<file path="src/hw/rtl/code_length_run_encoder_defines.svh">
// assertion macros for the code length run encoder
// clk and rst_n are taken from the scope where a macro is used
`ifndef CODE_LENGTH_RUN_ENCODER_DEFINES_SVH
`define CODE_LENGTH_RUN_ENCODER_DEFINES_SVH

// same-cycle implication, disabled in reset
`define CLE_ASSERT_IMP(label, ante, cons, msg) \
  label: assert property (@(posedge clk) disable iff (!rst_n) (ante) |-> (cons)) \
    else $error(msg);

// next-cycle implication, disabled in reset
`define CLE_ASSERT_NXT(label, ante, cons, msg) \
  label: assert property (@(posedge clk) disable iff (!rst_n) (ante) |=> (cons)) \
    else $error(msg);

`endif

</file>
<file path="src/hw/rtl/cle_pkg.sv">
// ---------------------------------------------------------------------------
// cle_pkg
// shared widths, symbol codes and result bundle types of the encoder
// ---------------------------------------------------------------------------
`timescale 1ns / 1ps
`default_nettype none
package cle_pkg;

  localparam int LEN_W   = 4;
  localparam int SYM_W   = 5;
  localparam int CNT_W   = 8;
  localparam int MAX_RES = 3;
  localparam int NRES_W  = 2;
  localparam int IDX_W   = 2;

  localparam logic [SYM_W-1:0] SYM_REPEAT     = 5'd16;
  localparam logic [SYM_W-1:0] SYM_ZERO_SHORT = 5'd17;
  localparam logic [SYM_W-1:0] SYM_ZERO_LONG  = 5'd18;

  localparam logic [CNT_W-1:0] ZERO_CHUNK_MAX = 8'd138;
  localparam logic [CNT_W-1:0] REP_CHUNK_MAX  = 8'd6;
  localparam logic [CNT_W-1:0] SHORT_ZERO_MAX = 8'd10;
  localparam logic [CNT_W-1:0] MIN_RUN        = 8'd3;

  // one result item
  typedef struct packed {
    logic [SYM_W-1:0] sym;
    logic [CNT_W-1:0] cnt;
    logic             last;
  } res_t;

  // all results caused by one input item, packed from slot 0
  typedef struct packed {
    logic [NRES_W-1:0]      n;
    res_t [MAX_RES-1:0]     res;
  } bundle_t;

  // queue status seen by the back end
  typedef struct packed {
    logic empty;
    logic full;
  } q_stat_t;

endpackage
`default_nettype wire

</file>
<file path="src/hw/rtl/cle_if.sv">
// ---------------------------------------------------------------------------
// cle_if
// valid/ready channels for code lengths in and code-length symbols out
// ---------------------------------------------------------------------------
`timescale 1ns / 1ps
`default_nettype none
interface cle_in_if;
  logic                      valid;
  logic                      ready;
  logic [cle_pkg::LEN_W-1:0] length_value;
  logic                      is_last;

  modport source (output valid, output length_value, output is_last, input ready);
  modport sink   (input valid, input length_value, input is_last, output ready);
endinterface

interface cle_out_if;
  logic                      valid;
  logic                      ready;
  logic [cle_pkg::SYM_W-1:0] symbol;
  logic [cle_pkg::CNT_W-1:0] repeat_count;
  logic                      stream_end;

  modport source (output valid, output symbol, output repeat_count, output stream_end,
                  input ready);
  modport sink   (input valid, input symbol, input repeat_count, input stream_end,
                  output ready);
endinterface
`default_nettype wire

</file>
<file path="src/hw/rtl/code_length_run_encoder.sv">
// ---------------------------------------------------------------------------
// code_length_run_encoder
// deflate code-length run-length encoder, code lengths in, symbols out
// ---------------------------------------------------------------------------
// Takes one 4-bit code length per item with a last flag and gives the
// code-length alphabet symbols with the run length each covers: a nonzero
// length goes once as itself, its repeats as 16 in chunks of 3..6 (shorter
// tails as plain copies), zero runs as 18 (11..138), 17 (3..10) or single
// zeros. Full chunks leave as soon as they fill; the final result of a
// sequence carries stream_end and the next item starts afresh. One input
// item is taken every cycle while each item yields at most one result and
// the output is ready; an item with more (up to 3) holds the output longer,
// since the output register passes one result per cycle. A two-bundle
// queue between the run tracker and the output stage absorbs that, so
// the input stays ready until the queue holds two unfinished bundles.
// An accepted item's bundle is written into the queue, and its first result
// is loaded from the queue head into the output register once that register
// is empty or its result is being taken.
`timescale 1ns / 1ps
`default_nettype none
`include "code_length_run_encoder_defines.svh"
module code_length_run_encoder (
  input  logic      clk,
  input  logic      rst_n,
  cle_in_if.sink    in_ch,
  cle_out_if.source out_ch
);

  // front to queue
  logic             push;
  cle_pkg::bundle_t bundle;
  // queue to back
  logic             pop;
  cle_pkg::bundle_t head;
  cle_pkg::q_stat_t q_stat;

  // run tracking, one item per cycle while the queue is not full, empty bundles are dropped here
  cle_front u_front (
    .clk    (clk),
    .rst_n  (rst_n),
    .in_ch  (in_ch),
    .q_stat (q_stat),
    .push   (push),
    .bundle (bundle)
  );

  // decoupling queue
  cle_queue u_queue (
    .clk       (clk),
    .rst_n     (rst_n),
    .push      (push),
    .wr_bundle (bundle),
    .pop       (pop),
    .head      (head),
    .q_stat    (q_stat)
  );

  // serialiser and output register
  cle_back u_back (
    .clk    (clk),
    .rst_n  (rst_n),
    .head   (head),
    .q_stat (q_stat),
    .pop    (pop),
    .out_ch (out_ch)
  );

  // a pushed bundle never meets a full queue
  `CLE_ASSERT_IMP(a_no_overflow, push, !q_stat.full, "bundle pushed into full queue")

  // every last item leaves at least one result behind
  `CLE_ASSERT_NXT(a_last_queued, in_ch.valid && in_ch.ready && in_ch.is_last,
                  !q_stat.empty, "last item produced no result")

  // repeat counts match their symbol class
  `CLE_ASSERT_IMP(a_rep_range,
                  out_ch.valid && out_ch.symbol == cle_pkg::SYM_REPEAT,
                  out_ch.repeat_count >= 8'd3 && out_ch.repeat_count <= 8'd6,
                  "repeat symbol count out of range")

  `CLE_ASSERT_IMP(a_zero_range,
                  out_ch.valid && (out_ch.symbol == cle_pkg::SYM_ZERO_SHORT ||
                                   out_ch.symbol == cle_pkg::SYM_ZERO_LONG),
                  out_ch.repeat_count >= 8'd3 && out_ch.repeat_count <= 8'd138,
                  "zero run count out of range")

  `CLE_ASSERT_IMP(a_plain_one, out_ch.valid && out_ch.symbol < cle_pkg::SYM_REPEAT,
                  out_ch.repeat_count == 8'd1, "plain length with count not one")

endmodule
`default_nettype wire

</file>
<file path="src/hw/rtl/cle_front.sv">
// ---------------------------------------------------------------------------
// cle_front
// tracks the open run and turns each code length into a result bundle
// ---------------------------------------------------------------------------
`timescale 1ns / 1ps
`default_nettype none
module cle_front (
  input  logic             clk,
  input  logic             rst_n,
  cle_in_if.sink           in_ch,
  input  cle_pkg::q_stat_t q_stat,
  output logic             push,
  output cle_pkg::bundle_t bundle
);

  typedef struct packed {
    logic [cle_pkg::NRES_W-1:0] n;
    cle_pkg::res_t              r0;
    cle_pkg::res_t              r1;
  } close_t;

  // results that flush an open run
  function automatic close_t close_fn(input logic active,
                                      input logic [cle_pkg::LEN_W-1:0] val,
                                      input logic [cle_pkg::CNT_W-1:0] p);
    close_t c;
    c = '0;
    if (active) begin
      if (val == '0) begin
        if (p > cle_pkg::SHORT_ZERO_MAX) begin
          c.n  = 2'd1;
          c.r0 = '{sym: cle_pkg::SYM_ZERO_LONG, cnt: p, last: 1'b0};
        end else if (p >= cle_pkg::MIN_RUN) begin
          c.n  = 2'd1;
          c.r0 = '{sym: cle_pkg::SYM_ZERO_SHORT, cnt: p, last: 1'b0};
        end else begin
          c.n  = p[1:0];
          c.r0 = '{sym: '0, cnt: 8'd1, last: 1'b0};
          c.r1 = c.r0;
        end
      end else begin
        if (p >= cle_pkg::MIN_RUN) begin
          c.n  = 2'd1;
          c.r0 = '{sym: cle_pkg::SYM_REPEAT, cnt: p, last: 1'b0};
        end else begin
          c.n  = p[1:0];
          c.r0 = '{sym: {1'b0, val}, cnt: 8'd1, last: 1'b0};
          c.r1 = c.r0;
        end
      end
    end
    return c;
  endfunction

  logic                      run_active_r, run_active_nxt;
  logic [cle_pkg::LEN_W-1:0] run_value_r, run_value_nxt;
  logic [cle_pkg::CNT_W-1:0] pend_r, pend_nxt;
  logic                      accept;

  assign in_ch.ready = !q_stat.full;
  assign accept      = in_ch.valid && in_ch.ready;
  assign push        = accept && (bundle.n != '0);

  always_comb begin
    logic                      same;
    logic [cle_pkg::CNT_W-1:0] p1;
    logic [cle_pkg::NRES_W-1:0] n;
    close_t                    c_old;
    close_t                    c_end;
    same           = run_active_r && (in_ch.length_value == run_value_r);
    p1             = pend_r + 8'd1;
    n              = '0;
    bundle         = '0;
    run_active_nxt = 1'b1;
    run_value_nxt  = in_ch.length_value;
    pend_nxt       = p1;
    c_old          = close_fn(run_active_r, run_value_r, pend_r);
    if (same) begin
      // full chunks leave at once
      if (in_ch.length_value == '0 && p1 >= cle_pkg::ZERO_CHUNK_MAX) begin
        bundle.res[0] = '{sym: cle_pkg::SYM_ZERO_LONG, cnt: cle_pkg::ZERO_CHUNK_MAX,
                          last: 1'b0};
        n        = 2'd1;
        pend_nxt = '0;
      end else if (in_ch.length_value != '0 && p1 >= cle_pkg::REP_CHUNK_MAX) begin
        bundle.res[0] = '{sym: cle_pkg::SYM_REPEAT, cnt: cle_pkg::REP_CHUNK_MAX,
                          last: 1'b0};
        n        = 2'd1;
        pend_nxt = '0;
      end
    end else begin
      // value changed: flush the old run, open a new one
      if (c_old.n > 2'd0) bundle.res[0] = c_old.r0;
      if (c_old.n > 2'd1) bundle.res[1] = c_old.r1;
      n = c_old.n;
      if (in_ch.length_value == '0) begin
        pend_nxt = 8'd1;
      end else begin
        bundle.res[n] = '{sym: {1'b0, in_ch.length_value}, cnt: 8'd1, last: 1'b0};
        n        = n + 2'd1;
        pend_nxt = '0;
      end
    end
    c_end = close_fn(1'b1, run_value_nxt, pend_nxt);
    if (in_ch.is_last) begin
      if (c_end.n > 2'd0) bundle.res[n] = c_end.r0;
      if (c_end.n > 2'd1) bundle.res[n + 2'd1] = c_end.r1;
      n = n + c_end.n;
      if (n != '0) bundle.res[n - 2'd1].last = 1'b1;
      run_active_nxt = 1'b0;
      run_value_nxt  = '0;
      pend_nxt       = '0;
    end
    bundle.n = n;
  end

  always_ff @(posedge clk) begin
    if (!rst_n) begin
      run_active_r <= 1'b0;
      run_value_r  <= '0;
      pend_r       <= '0;
    end else if (accept) begin
      run_active_r <= run_active_nxt;
      run_value_r  <= run_value_nxt;
      pend_r       <= pend_nxt;
    end
  end

endmodule
`default_nettype wire

</file>
<file path="src/hw/rtl/cle_queue.sv">
// ---------------------------------------------------------------------------
// cle_queue
// two-entry queue of result bundles between front and back
// ---------------------------------------------------------------------------
`timescale 1ns / 1ps
`default_nettype none
module cle_queue (
  input  logic             clk,
  input  logic             rst_n,
  input  logic             push,
  input  cle_pkg::bundle_t wr_bundle,
  input  logic             pop,
  output cle_pkg::bundle_t head,
  output cle_pkg::q_stat_t q_stat
);

  cle_pkg::bundle_t mem_r [2];
  logic             wr_ptr_r, rd_ptr_r;
  logic [1:0]       count_r;
  logic             do_push, do_pop;

  assign q_stat.empty = (count_r == 2'd0);
  assign q_stat.full  = (count_r == 2'd2);
  assign do_push      = push && !q_stat.full;
  assign do_pop       = pop && !q_stat.empty;
  assign head         = mem_r[rd_ptr_r];

  always_ff @(posedge clk) begin
    if (do_push) mem_r[wr_ptr_r] <= wr_bundle;
  end

  always_ff @(posedge clk) begin
    if (!rst_n) begin
      wr_ptr_r <= 1'b0;
      rd_ptr_r <= 1'b0;
      count_r  <= 2'd0;
    end else begin
      if (do_push) wr_ptr_r <= !wr_ptr_r;
      if (do_pop)  rd_ptr_r <= !rd_ptr_r;
      unique case ({do_push, do_pop})
        2'b10:   count_r <= count_r + 2'd1;
        2'b01:   count_r <= count_r - 2'd1;
        default: count_r <= count_r;
      endcase
    end
  end

endmodule
`default_nettype wire

</file>
<file path="src/hw/rtl/cle_back.sv">
// ---------------------------------------------------------------------------
// cle_back
// walks the head bundle one result per cycle, while out_ch is ready, into the output register
// ---------------------------------------------------------------------------
`timescale 1ns / 1ps
`default_nettype none
module cle_back (
  input  logic             clk,
  input  logic             rst_n,
  input  cle_pkg::bundle_t head,
  input  cle_pkg::q_stat_t q_stat,
  output logic             pop,
  cle_out_if.source        out_ch
);

  logic [cle_pkg::IDX_W-1:0] idx_r;
  logic                      out_valid_r;
  cle_pkg::res_t             out_r;
  logic                      load, at_end;

  assign load   = !q_stat.empty && (!out_valid_r || out_ch.ready);
  assign at_end = (idx_r == head.n - 2'd1);
  assign pop    = load && at_end;

  assign out_ch.valid        = out_valid_r;
  assign out_ch.symbol       = out_r.sym;
  assign out_ch.repeat_count = out_r.cnt;
  assign out_ch.stream_end   = out_r.last;

  always_ff @(posedge clk) begin
    if (load) out_r <= head.res[idx_r];
  end

  always_ff @(posedge clk) begin
    if (!rst_n) begin
      out_valid_r <= 1'b0;
      idx_r       <= '0;
    end else begin
      if (load) begin
        out_valid_r <= 1'b1;
        idx_r       <= at_end ? '0 : idx_r + 2'd1;
      end else if (out_ch.ready) begin
        out_valid_r <= 1'b0;
      end
    end
  end

endmodule
`default_nettype wire

</file>
<file path="src/flat_wrapper.sv">
// flat-port wrapper written by rule: the top's interface ports become plain ports
module code_length_run_encoder_flat 
  (clk, rst_n, in_ch_valid, in_ch_length_value, in_ch_is_last, in_ch_ready, out_ch_valid, out_ch_symbol, out_ch_repeat_count, out_ch_stream_end, out_ch_ready);
  cle_in_if in_ch_i ();
  cle_out_if out_ch_i ();
  input  logic clk;
  input  logic rst_n;
  input wire logic [$bits(in_ch_i.valid)-1:0] in_ch_valid;
  input wire logic [$bits(in_ch_i.length_value)-1:0] in_ch_length_value;
  input wire logic [$bits(in_ch_i.is_last)-1:0] in_ch_is_last;
  output wire logic [$bits(in_ch_i.ready)-1:0] in_ch_ready;
  output wire logic [$bits(out_ch_i.valid)-1:0] out_ch_valid;
  output wire logic [$bits(out_ch_i.symbol)-1:0] out_ch_symbol;
  output wire logic [$bits(out_ch_i.repeat_count)-1:0] out_ch_repeat_count;
  output wire logic [$bits(out_ch_i.stream_end)-1:0] out_ch_stream_end;
  input wire logic [$bits(out_ch_i.ready)-1:0] out_ch_ready;
  assign in_ch_i.valid = in_ch_valid;
  assign in_ch_i.length_value = in_ch_length_value;
  assign in_ch_i.is_last = in_ch_is_last;
  assign in_ch_ready = in_ch_i.ready;
  assign out_ch_valid = out_ch_i.valid;
  assign out_ch_symbol = out_ch_i.symbol;
  assign out_ch_repeat_count = out_ch_i.repeat_count;
  assign out_ch_stream_end = out_ch_i.stream_end;
  assign out_ch_i.ready = out_ch_ready;
  code_length_run_encoder u_core (.clk(clk), .rst_n(rst_n), .in_ch(in_ch_i), .out_ch(out_ch_i));
endmodule
</file>
<file path="config.mk">
export PLATFORM = sky130hd
export DESIGN_NAME = code_length_run_encoder_flat
export DESIGN_NICKNAME = d
export VERILOG_FILES = /design/src/hw/rtl/cle_pkg.sv /design/src/hw/rtl/cle_if.sv /design/src/hw/rtl/code_length_run_encoder.sv /design/src/hw/rtl/cle_front.sv /design/src/hw/rtl/cle_queue.sv /design/src/hw/rtl/cle_back.sv /design/src/flat_wrapper.sv
export VERILOG_INCLUDE_DIRS = /design/src /design/src/hw/rtl
export SDC_FILE = /design/constraint.sdc
export NUM_CORES = 1
export LEC_CHECK = 0
export BUFFER_PORTS_ARGS = -buffer_cell sky130_fd_sc_hd__buf_4
export CORE_ASPECT_RATIO = 1.5
export CORE_MARGIN = 4
export CORE_UTILIZATION = 53
export DETAILED_ROUTE_END_ITERATION = 10
export GPL_TIMING_DRIVEN = 0
export PLACE_DENSITY = 0.73
export SLEW_MARGIN = 20
export SYNTH_ARGS = -nofsm -noshare
export SYNTH_HDL_FRONTEND = slang
export SYNTH_HIERARCHICAL = 1
export SYNTH_SLANG_ARGS = --single-unit
</file>
<file path="constraint.sdc">
create_clock -name clk -period 5.5 [get_ports clk]
set_input_delay 1.1 -clock clk [delete_from_list [all_inputs] [get_ports clk]]
set_output_delay 1.1 -clock clk [all_outputs]
set_load 0.005 [all_outputs]
</file>
# Word level (Yosys, flattened, before mapping)

Memory sizes are Yosys's and may differ from the RTL's. A register that Yosys moved wholly into a read port is not among the register bits.
Index checks and enable logic that the tools add are counted.

Register bits: 34
Bits in latches: 0
Bits in writable memories: 88
Bits in read-only memories: 0
Input port bits: 9
Output and inout bits: 16
Word-level logic and storage cells: 136
Memories kept: 1

Memory list:

| name                 | depth | bits a word | rd ports | clocked after memory_dff | write ports | line            | text |
|---|---|---|---|---|---|---|---|
| u_core.u_queue.mem_r | 2     | 44          | 1        | 1                        | 1           | cle_queue.sv:17 | `cle_pkg::bundle_t mem_r [2];` |

Add/sub/neg operators: 9
Multipliers: 0
Divide/modulo/power cells: 0
Order comparisons: 19
Equality and inequality tests: 5
Shift operators: 0
Mux-type cells: 64
Bitwise logic cells: 0
Reductions and logical operators: 27

Operators by type and width:

| cell                                                           | number |
|---|---|
| 2-to-1 mux 42 bit                                              | 7 |
| bitwise mux 42 bit                                             | 4 |
| 2-to-1 mux 14 bit                                              | 11 |
| demux 14 bit (select 2 bit)                                    | 4 |
| 2-to-1 mux 16 bit                                              | 6 |
| 2-to-1 mux 30 bit                                              | 3 |
| 2-to-1 mux 8 bit                                               | 4 |
| binary-select mux 14 bit (select 2 bit)                        | 1 |
| 2-to-1 mux 28 bit                                              | 1 |
| 2-to-1 mux 13 bit                                              | 2 |
| >= comparator 8 x 2 -> 1 bit (second input constant)           | 2 |
| greater-than comparator 8 x 4 -> 1 bit (second input constant) | 2 |
| 2-to-1 mux 2 bit                                               | 8 |
| < comparator 2 x 3 -> 1 bit (second input constant)            | 5 |
| logical AND 1 bit                                              | 13 |
| 2-to-1 mux 1 bit                                               | 11 |
| adder 2 x 1 -> 2 bit (second input constant)                   | 4 |
| adder 8 x 1 -> 8 bit (second input constant)                   | 1 |
| >= comparator 2 x 1 -> 1 bit (second input constant)           | 4 |
| >= comparator 8 x 3 -> 1 bit (second input constant)           | 1 |
| >= comparator 8 bit (second input constant)                    | 1 |
| greater-than comparator 2 x 1 -> 1 bit (second input constant) | 4 |
| zero test 4 bit                                                | 2 |
| nonzero test 2 bit                                             | 4 |
| 12 further kinds                                               | 19 |

# Logic depth before layout (Yosys ltp)

Depth in word-level cells: 21
Gate-level depth with buffers: 20
Mapped depth without buffers: 17

# Modules after synthesis

The synthesis kept the hierarchy.

By module, submodules not included:

| module    | instances | cells an instance | area each (um2) | sequential area each (um2) |
|---|---|---|---|---|
| cle_queue | 1         | 163               | 3399.5          | 2742.6 |
| cle_front | 1         | 274               | 2019.4          | 260.2 |
| cle_back  | 1         | 82                | 900.9           | 480.5 |

# Least setup slack after synthesis

No wires, ideal clock.

Path kind: input to register
From: in in_ch_length_value[0]
To: mem u_core/u_queue/mem_r[0][0] in the netlist's numbering (enable)
Library setup time: 0.398 ns
Data arrival time: 4.789 ns
Required time: 5.102 ns
Path slack: 0.312 ns
Stages: 15
Path buffers: 3
Cells stage by stage: clkbuf_1 > or4_1 > buf_2 > nor3_2 > a221oi_2 > or2_0 > buf_2 > o21bai_1 > ha_1 > xnor2_1 > xnor2_1 > a311oi_1 > inv_1 > or3_1 > inv_1

Word-level cells in the longest chain between the ends: 16
Elaborated cells on any way between the ends: 27
Those cells by class: add/sub (1); order compare (2); eq/ne (1); mux (15); reduce/logical (8)

RTL lines:

| what                                       | line                             | text |
|---|---|---|
| start: declaration                         | flat_wrapper.sv:9                | `input wire logic [$bits(in_ch_i.length_value)-1:0] in_ch_length_value;` |
| nonzero test 4 bit                         | cle_front.sv:85                  | `end else if (in_ch.length_value != '0 && p1 >= cle_pkg::REP_CHUNK_MAX) begin` |
| logical AND 1 bit                          | cle_front.sv:85                  |  |
| 2-to-1 mux 8 bit                           | cle_front.sv:85                  |  |
| 2-to-1 mux 8 bit                           | cle_front.sv:80                  | `if (in_ch.length_value == '0 && p1 >= cle_pkg::ZERO_CHUNK_MAX) begin` |
| 2-to-1 mux 8 bit                           | cle_front.sv:78                  | `if (same) begin` |
| >= comparator 8 x 2 -> 1 bit               | cle_front.sv:33, cle_front.sv:42 |  |
| 2-to-1 mux 16 bit                          | cle_front.sv:33                  | `end else if (p >= cle_pkg::MIN_RUN) begin` |
| 2-to-1 mux 16 bit                          | cle_front.sv:30                  | `if (p > cle_pkg::SHORT_ZERO_MAX) begin` |
| 2-to-1 mux 30 bit                          | cle_front.sv:29                  | `if (val == '0) begin` |
| adder 2 bit                                | cle_front.sv:108                 | `n = n + c_end.n;` |
| 2-to-1 mux 2 bit (*)                       | cle_front.sv:105                 | `if (in_ch.is_last) begin` |
| nonzero test 2 bit (*)                     | cle_front.sv:62                  | `assign push = accept && (bundle.n != '0);` |
| logical AND 1 bit (*)                      | cle_front.sv:62                  |  |
| named net u_core.push                      | code_length_run_encoder.sv:30    | `logic push;` |
| logical AND 1 bit (*)                      | cle_queue.sv:24                  | `assign do_push = push && !q_stat.full;` |
| 2-to-1 mux 1 bit (*)                       | cle_queue.sv:29                  | `if (do_push) mem_r[wr_ptr_r] <= wr_bundle;` |
| 2-to-1 mux 1 bit (implied by the code) (*) | cle_queue.sv:29                  |  |
| end: declaration                           | cle_queue.sv:17                  |  |

The timed path passes the listed nets; every way through them passes the cells marked *.

# Worst setup path after layout

From: reg u_core/u_front/pend_r[0] in the netlist's numbering
To: mem u_core/u_queue/mem_r[0][16] in the netlist's numbering (enable)

Word-level cells in the longest chain between the ends: 17
Elaborated cells on any way between the ends: 33
Those cells by class: add/sub (3); order compare (6); mux (19); reduce/logical (5)

RTL lines:

| what                                       | line                             | text |
|---|---|---|
| start: declaration                         | cle_front.sv:57                  | `logic [cle_pkg::CNT_W-1:0] pend_r, pend_nxt;` |
| start signal: assignment                   | cle_front.sv:125                 | `pend_r <= pend_nxt;` |
| adder 8 x 1 -> 8 bit                       | cle_front.sv:71                  | `p1 = pend_r + 8'd1;` |
| >= comparator 8 x 3 -> 1 bit               | cle_front.sv:85                  |  |
| logical AND 1 bit                          | cle_front.sv:85                  |  |
| 2-to-1 mux 8 bit                           | cle_front.sv:85                  |  |
| 2-to-1 mux 8 bit                           | cle_front.sv:80                  |  |
| 2-to-1 mux 8 bit                           | cle_front.sv:78                  |  |
| >= comparator 8 x 2 -> 1 bit               | cle_front.sv:33, cle_front.sv:42 |  |
| 2-to-1 mux 16 bit                          | cle_front.sv:33                  |  |
| [... 2 more ...]                           | --                               |  |
| adder 2 bit                                | cle_front.sv:108                 |  |
| 2-to-1 mux 2 bit (*)                       | cle_front.sv:105                 |  |
| nonzero test 2 bit (*)                     | cle_front.sv:62                  |  |
| logical AND 1 bit (*)                      | cle_front.sv:62                  |  |
| named net u_core.push                      | code_length_run_encoder.sv:30    |  |
| logical AND 1 bit (*)                      | cle_queue.sv:24                  |  |
| 2-to-1 mux 1 bit (*)                       | cle_queue.sv:29                  |  |
| 2-to-1 mux 1 bit (implied by the code) (*) | cle_queue.sv:29                  |  |

Marked as above.

==> tab_implementation.tex <==
\begin{tabular}{lr}
\hline
Metric & Value \\
\hline
\multicolumn{2}{l}{\textbf{Global routing}} \\
Total overflow reported by the global router & 0 \\
Vias in the first global route & 4302 \\
Total Routing Usage GR & 0.2207 \\
Number of antenna violations at the first check in global routing & 0 \\
Maximum number of pins on one net before global-route repair & 34 \\
First-pass GRT wire length & roughly 23000 µm \\
\multicolumn{2}{l}{\textbf{STA}} \\
Time the final worst path needs with I/O delays and setup & 5.129 ns \\
Slack of the critical path & 0.3705 ns \\
Transition time at the pin with the least slew margin & 0.8882 ns \\
Setup repair after global routing missed its margin & false \\
Final Skew & roughly 0.008 ns \\
Final slew viol count & 0 \\
Remaining max-slew budget at the tightest pin & 0.4024 \\
Count of endpoints failing setup in the final report & 0 \\
Post-route fraction of the period consumed by the critical path & 0.9326 \\
Hold Vio Cnt, Final & 0 \\
Highest clock frequency the design can meet & $\sim$0.19 GHz \\
Worst hold-check slack & about 0.48 ns \\
\multicolumn{2}{l}{\textbf{Critical path}} \\
Worst path cell trace & clkbuf\_2 > inv\_1 > ha\_1 > buf\_2 > inv\_1 > nor3b\_1 > o2111ai\_1 > a211oi\_1 > a211o\_1 > inv\_1 > ha\_1 > xnor2\_1 > xnor2\_1 > a311oi\_1 > inv\_1 > or3\_1 > inv\_2 > buf\_12 \\
Kind of end point of the critical path & register \\
Cell type group with the largest total delay on the critical path & buffers and inverters \\
Startpoint Class & register \\
Data arrival at the endpoint of the critical path & between 5 and 6 ns \\
Bufs and invs on worst path & 8 \\
Largest stage delay, worst path & a little over 0.5 ns \\
Critical Path Most Common Cell & sky130\_fd\_sc\_hd\_\_inv\_1 \\
Crit Path Category & reg -> reg \\
Worst Path Required & $\sim$5.6 ns \\
Cell with the biggest individual delay on the critical path & sky130\_fd\_sc\_hd\_\_dfxtp\_1 \\
Worst-path maximum fanout & 33 \\
\multicolumn{2}{l}{\textbf{Synthesis}} \\
Cells after synthesis & 519 \\
Sequential element share of the synthesized area & 0.5512 \\
Number of library cell types mapped by synthesis & between 70 and 80 \\
Synthesis Warnings & 6 \\
Synthesized flop and latch total & roughly 120 \\
Area of the mapped netlist & 6320 µm² \\
Async set or reset register ratio after synthesis & 0 \\
Most used flip-flop cell after synthesis & sky130\_fd\_sc\_hd\_\_edfxtp\_1 \\
Mean instance size in the synthesized netlist & 12.18 µm² \\
Count of flip-flops with a built-in enable after synthesis & 102 \\
\multicolumn{2}{l}{\textbf{Layout}} \\
Layout Nets & roughly 590 \\
Number of antenna repair diodes & 0 \\
Fraction of final layout cells with drive strength greater than 1 & 0.2615 \\
Area Growth Syn to Fin & 17.01\% \\
\multicolumn{2}{l}{\textbf{Routing}} \\
WL final & 14390 µm \\
Mean number of vias per cell & approximately 5.7 \\
Antenna-violating nets left & 0 \\
Routed length per instance & about 20 µm \\
First-pass iteration count of the detailed router & 5 \\
Number of remaining DRC errors & 0 \\
Detailed-route via count & between 4k and 5k \\
Violation count after the first detailed-route iteration & 264 \\
\multicolumn{2}{l}{\textbf{Floorplan}} \\
Core area & 11590 µm² \\
Std-Cell Rows & 48 \\
Chip width & 97.16 µm \\
Initial Util & 0.5452 \\
Top-level I/O count & 25 \\
Die height & 141.7 µm \\
Total die area & around 14000 µm² \\
\multicolumn{2}{l}{\textbf{Clock tree}} \\
Htree depth & 4 \\
Maximum buffer depth of the clock tree & 2 \\
Number of buffers created by CTS & 17 \\
Num Clock Sinks & around 120 \\
Clock tree from TritonCTS & done \\
Buffer type at the clock tree root & sky130\_fd\_sc\_hd\_\_clkbuf\_16 \\
Buffers inserted during post-CTS setup optimization & 0 \\
Insertion delay to the later sink of the worst-skew pair & 0.41 ns \\
Clock-pin slew reported for the worst setup and hold paths after clock tree synthesis & 0.06 ns \\
\multicolumn{2}{l}{\textbf{Power}} \\
Leakage component of the power & roughly 0.0027 µW \\
IR drop worst, VDD & between 0.2 and 0.3 mV \\
P per Cell Area & about 410 nW/µm² \\
\multicolumn{2}{l}{\textbf{Placement}} \\
Placement Setup Slack & -0.05921 ns \\
Routability-driven placement congestion ratio & approximately 0.95 \\
Port-buffer cells & 21 \\
Sum of net half-perimeters after detailed placement & 10160 µm \\
\multicolumn{2}{l}{\textbf{Flow run}} \\
\# Max-Cap Violations & 0 \\
\multicolumn{2}{l}{\textbf{Run status}} \\
Result of the run & finished clean \\
\multicolumn{2}{l}{\textbf{Min path}} \\
Worst hold-check path type & reg -> reg \\
\hline
\end{tabular}
kinds of logic after synthesis:
logic type,Yosys count,share of synthesized area
compound gates,114,0.1307
flops,123,0.5512
fa+ha+maj,8,0.01584
other cells,1,0.0005934
simple gates,132,0.1186
buf+inv,64,0.05563
mux,60,0.1039
xor+xnor,17,0.02356
state kept, by name, indices dropped and copies added, names as in the netlist, 2 cells and up, named ones only:
signal	flops
u_core/u_queue/mem_r	88
u_core/u_queue/count_r	2
u_core/u_back/idx_r	2
u_core/u_front/run_value_r	4
u_core/u_back/out_ch.symbol	5
u_core/u_back/out_ch.repeat_count	8
u_core/u_front/pend_r	8
metal layers:
layer | routed length [µm] | GRT usage | share of wire | up-vias
met1 | 5411 | 0.2372 | 0.38 | 2078
met5 | 0 | 0 | 0 | -
met4 | 485 | 0.09098 | 0.034 | 0
met2 | 7992 | 0.4145 | 0.56 | 99
li1 | - | - | - | 2046
met3 | 504 | 0.04968 | 0.035 | 26
cells in the mapped netlist, drive strengths merged, types with 3 or more instances:
cell / n / area share
nand2b: 3 / 0.0034
ha: 8 / 0.016
nor2: 14 / 0.0083
a211o: 3 / 0.0042
a31oi: 4 / 0.0040
or4: 3 / 0.0042
inv: 15 / 0.0089
o31ai: 5 / 0.0081
a22o: 8 / 0.011
edfxtp: 102 / 0.48
and2: 7 / 0.0069
dfxtp: 21 / 0.067
nand2: 37 / 0.022
clkbuf: 11 / 0.0065
or3: 4 / 0.0048
o21ai: 35 / 0.028
buf: 38 / 0.040
a221o: 4 / 0.0063
mux2i: 15 / 0.024
and3: 7 / 0.0069
nor3b: 8 / 0.0095
nor3: 10 / 0.0095
a21oi: 11 / 0.0087
nand4: 3 / 0.0030
o41ai: 3 / 0.0042
nand3: 6 / 0.0055
a211oi: 4 / 0.0048
nor2b: 17 / 0.017
a21boi: 8 / 0.0095
xor2: 4 / 0.0055
mux2: 45 / 0.080
nor4: 6 / 0.0069
xnor2: 13 / 0.018
a22oi: 6 / 0.0071
area by class of cell:
cell class              instances  area (µm²)
plain buffers                  49       296.5
clock buffers                  18       429.2
clock inverters                14       193.9
fillers                       910        4197
inverters                      15       56.30
multi-input cells             347        2550
flip-flops and latches        123        3483
well taps                     150       187.7
repair buffers                 23       197.7
path summary, 6_finish.rpt:
kind	slack, ns	cells after the start	start	end
setup / recovery	0.37	18	u_core/u_front/pend_r[0]	u_core/u_queue/mem_r[0][16]
hold / removal	0.48	2	u_core/u_queue/wr_ptr_r	u_core/u_queue/wr_ptr_r
setup reg to reg	0.37	18	u_core/u_front/pend_r[0]	u_core/u_queue/mem_r[0][16]
hold reg to reg	0.48	2	u_core/u_queue/wr_ptr_r	u_core/u_queue/wr_ptr_r
cells in the final DEF, fill, tap and decap left out, types with 5 or more instances in the layout:
cell type	n
sky130_fd_sc_hd__edfxtp_1	102
sky130_fd_sc_hd__mux2_2	45
sky130_fd_sc_hd__buf_4	39
sky130_fd_sc_hd__nand2_1	37
sky130_fd_sc_hd__o21ai_0	34
sky130_fd_sc_hd__dfxtp_1	21
sky130_fd_sc_hd__clkbuf_16	17
sky130_fd_sc_hd__nor2b_1	17
sky130_fd_sc_hd__buf_2	17
sky130_fd_sc_hd__conb_1	16
sky130_fd_sc_hd__mux2i_1	15
sky130_fd_sc_hd__xnor2_1	13
sky130_fd_sc_hd__inv_1	13
sky130_fd_sc_hd__nor2_1	13
sky130_fd_sc_hd__clkbuf_1	11
sky130_fd_sc_hd__a21oi_1	11
sky130_fd_sc_hd__nor3b_1	8
sky130_fd_sc_hd__a22o_1	8
sky130_fd_sc_hd__ha_1	8
sky130_fd_sc_hd__nor3_1	7
sky130_fd_sc_hd__and3_1	6
sky130_fd_sc_hd__and2_1	6
sky130_fd_sc_hd__a22oi_1	6
sky130_fd_sc_hd__a21boi_0	5
sky130_fd_sc_hd__nand3_1	5
sky130_fd_sc_hd__nor4_1	5
report_power, final:
part | switching, µW | total [µW] | internal, µW
logic | 336 | 616 | 280
registers | 50.9 | 1290 | 1230
clock network | 396 | 1160 | 759
total | 783 | 3060 | 2270
metrics by stage:
step / instance area, µm² / util / total power (µW) / std cells / TNS (ns)
after floorplan: 6376 / - / 1688 / 534 / 0
after global placement: 6721 / 0.5799 / 1886 / 705 / -83.75
after detailed placement: 6765 / 0.5837 / 1919 / 707 / -1.864
after CTS: 7388 / 0.6374 / 3081 / 739 / 0
after global routing: 7395 / 0.6380 / 3199 / 739 / 0
final: 7395 / 0.6380 / 3057 / 739 / 0
tightest hold or removal path, cell delays in order, from the launching register on:
cell	delay (ns)
sky130_fd_sc_hd__dfxtp_1	0.31
sky130_fd_sc_hd__o21ai_0	0.07
sky130_fd_sc_hd__a21boi_1	0.06
repair_timing:
item / CTS / global route
resized for setup: 0 / 3
hold buffers: 0 / 0
setup endpoints to repair: 0 / 33
(Power assumes the default switching activity.)
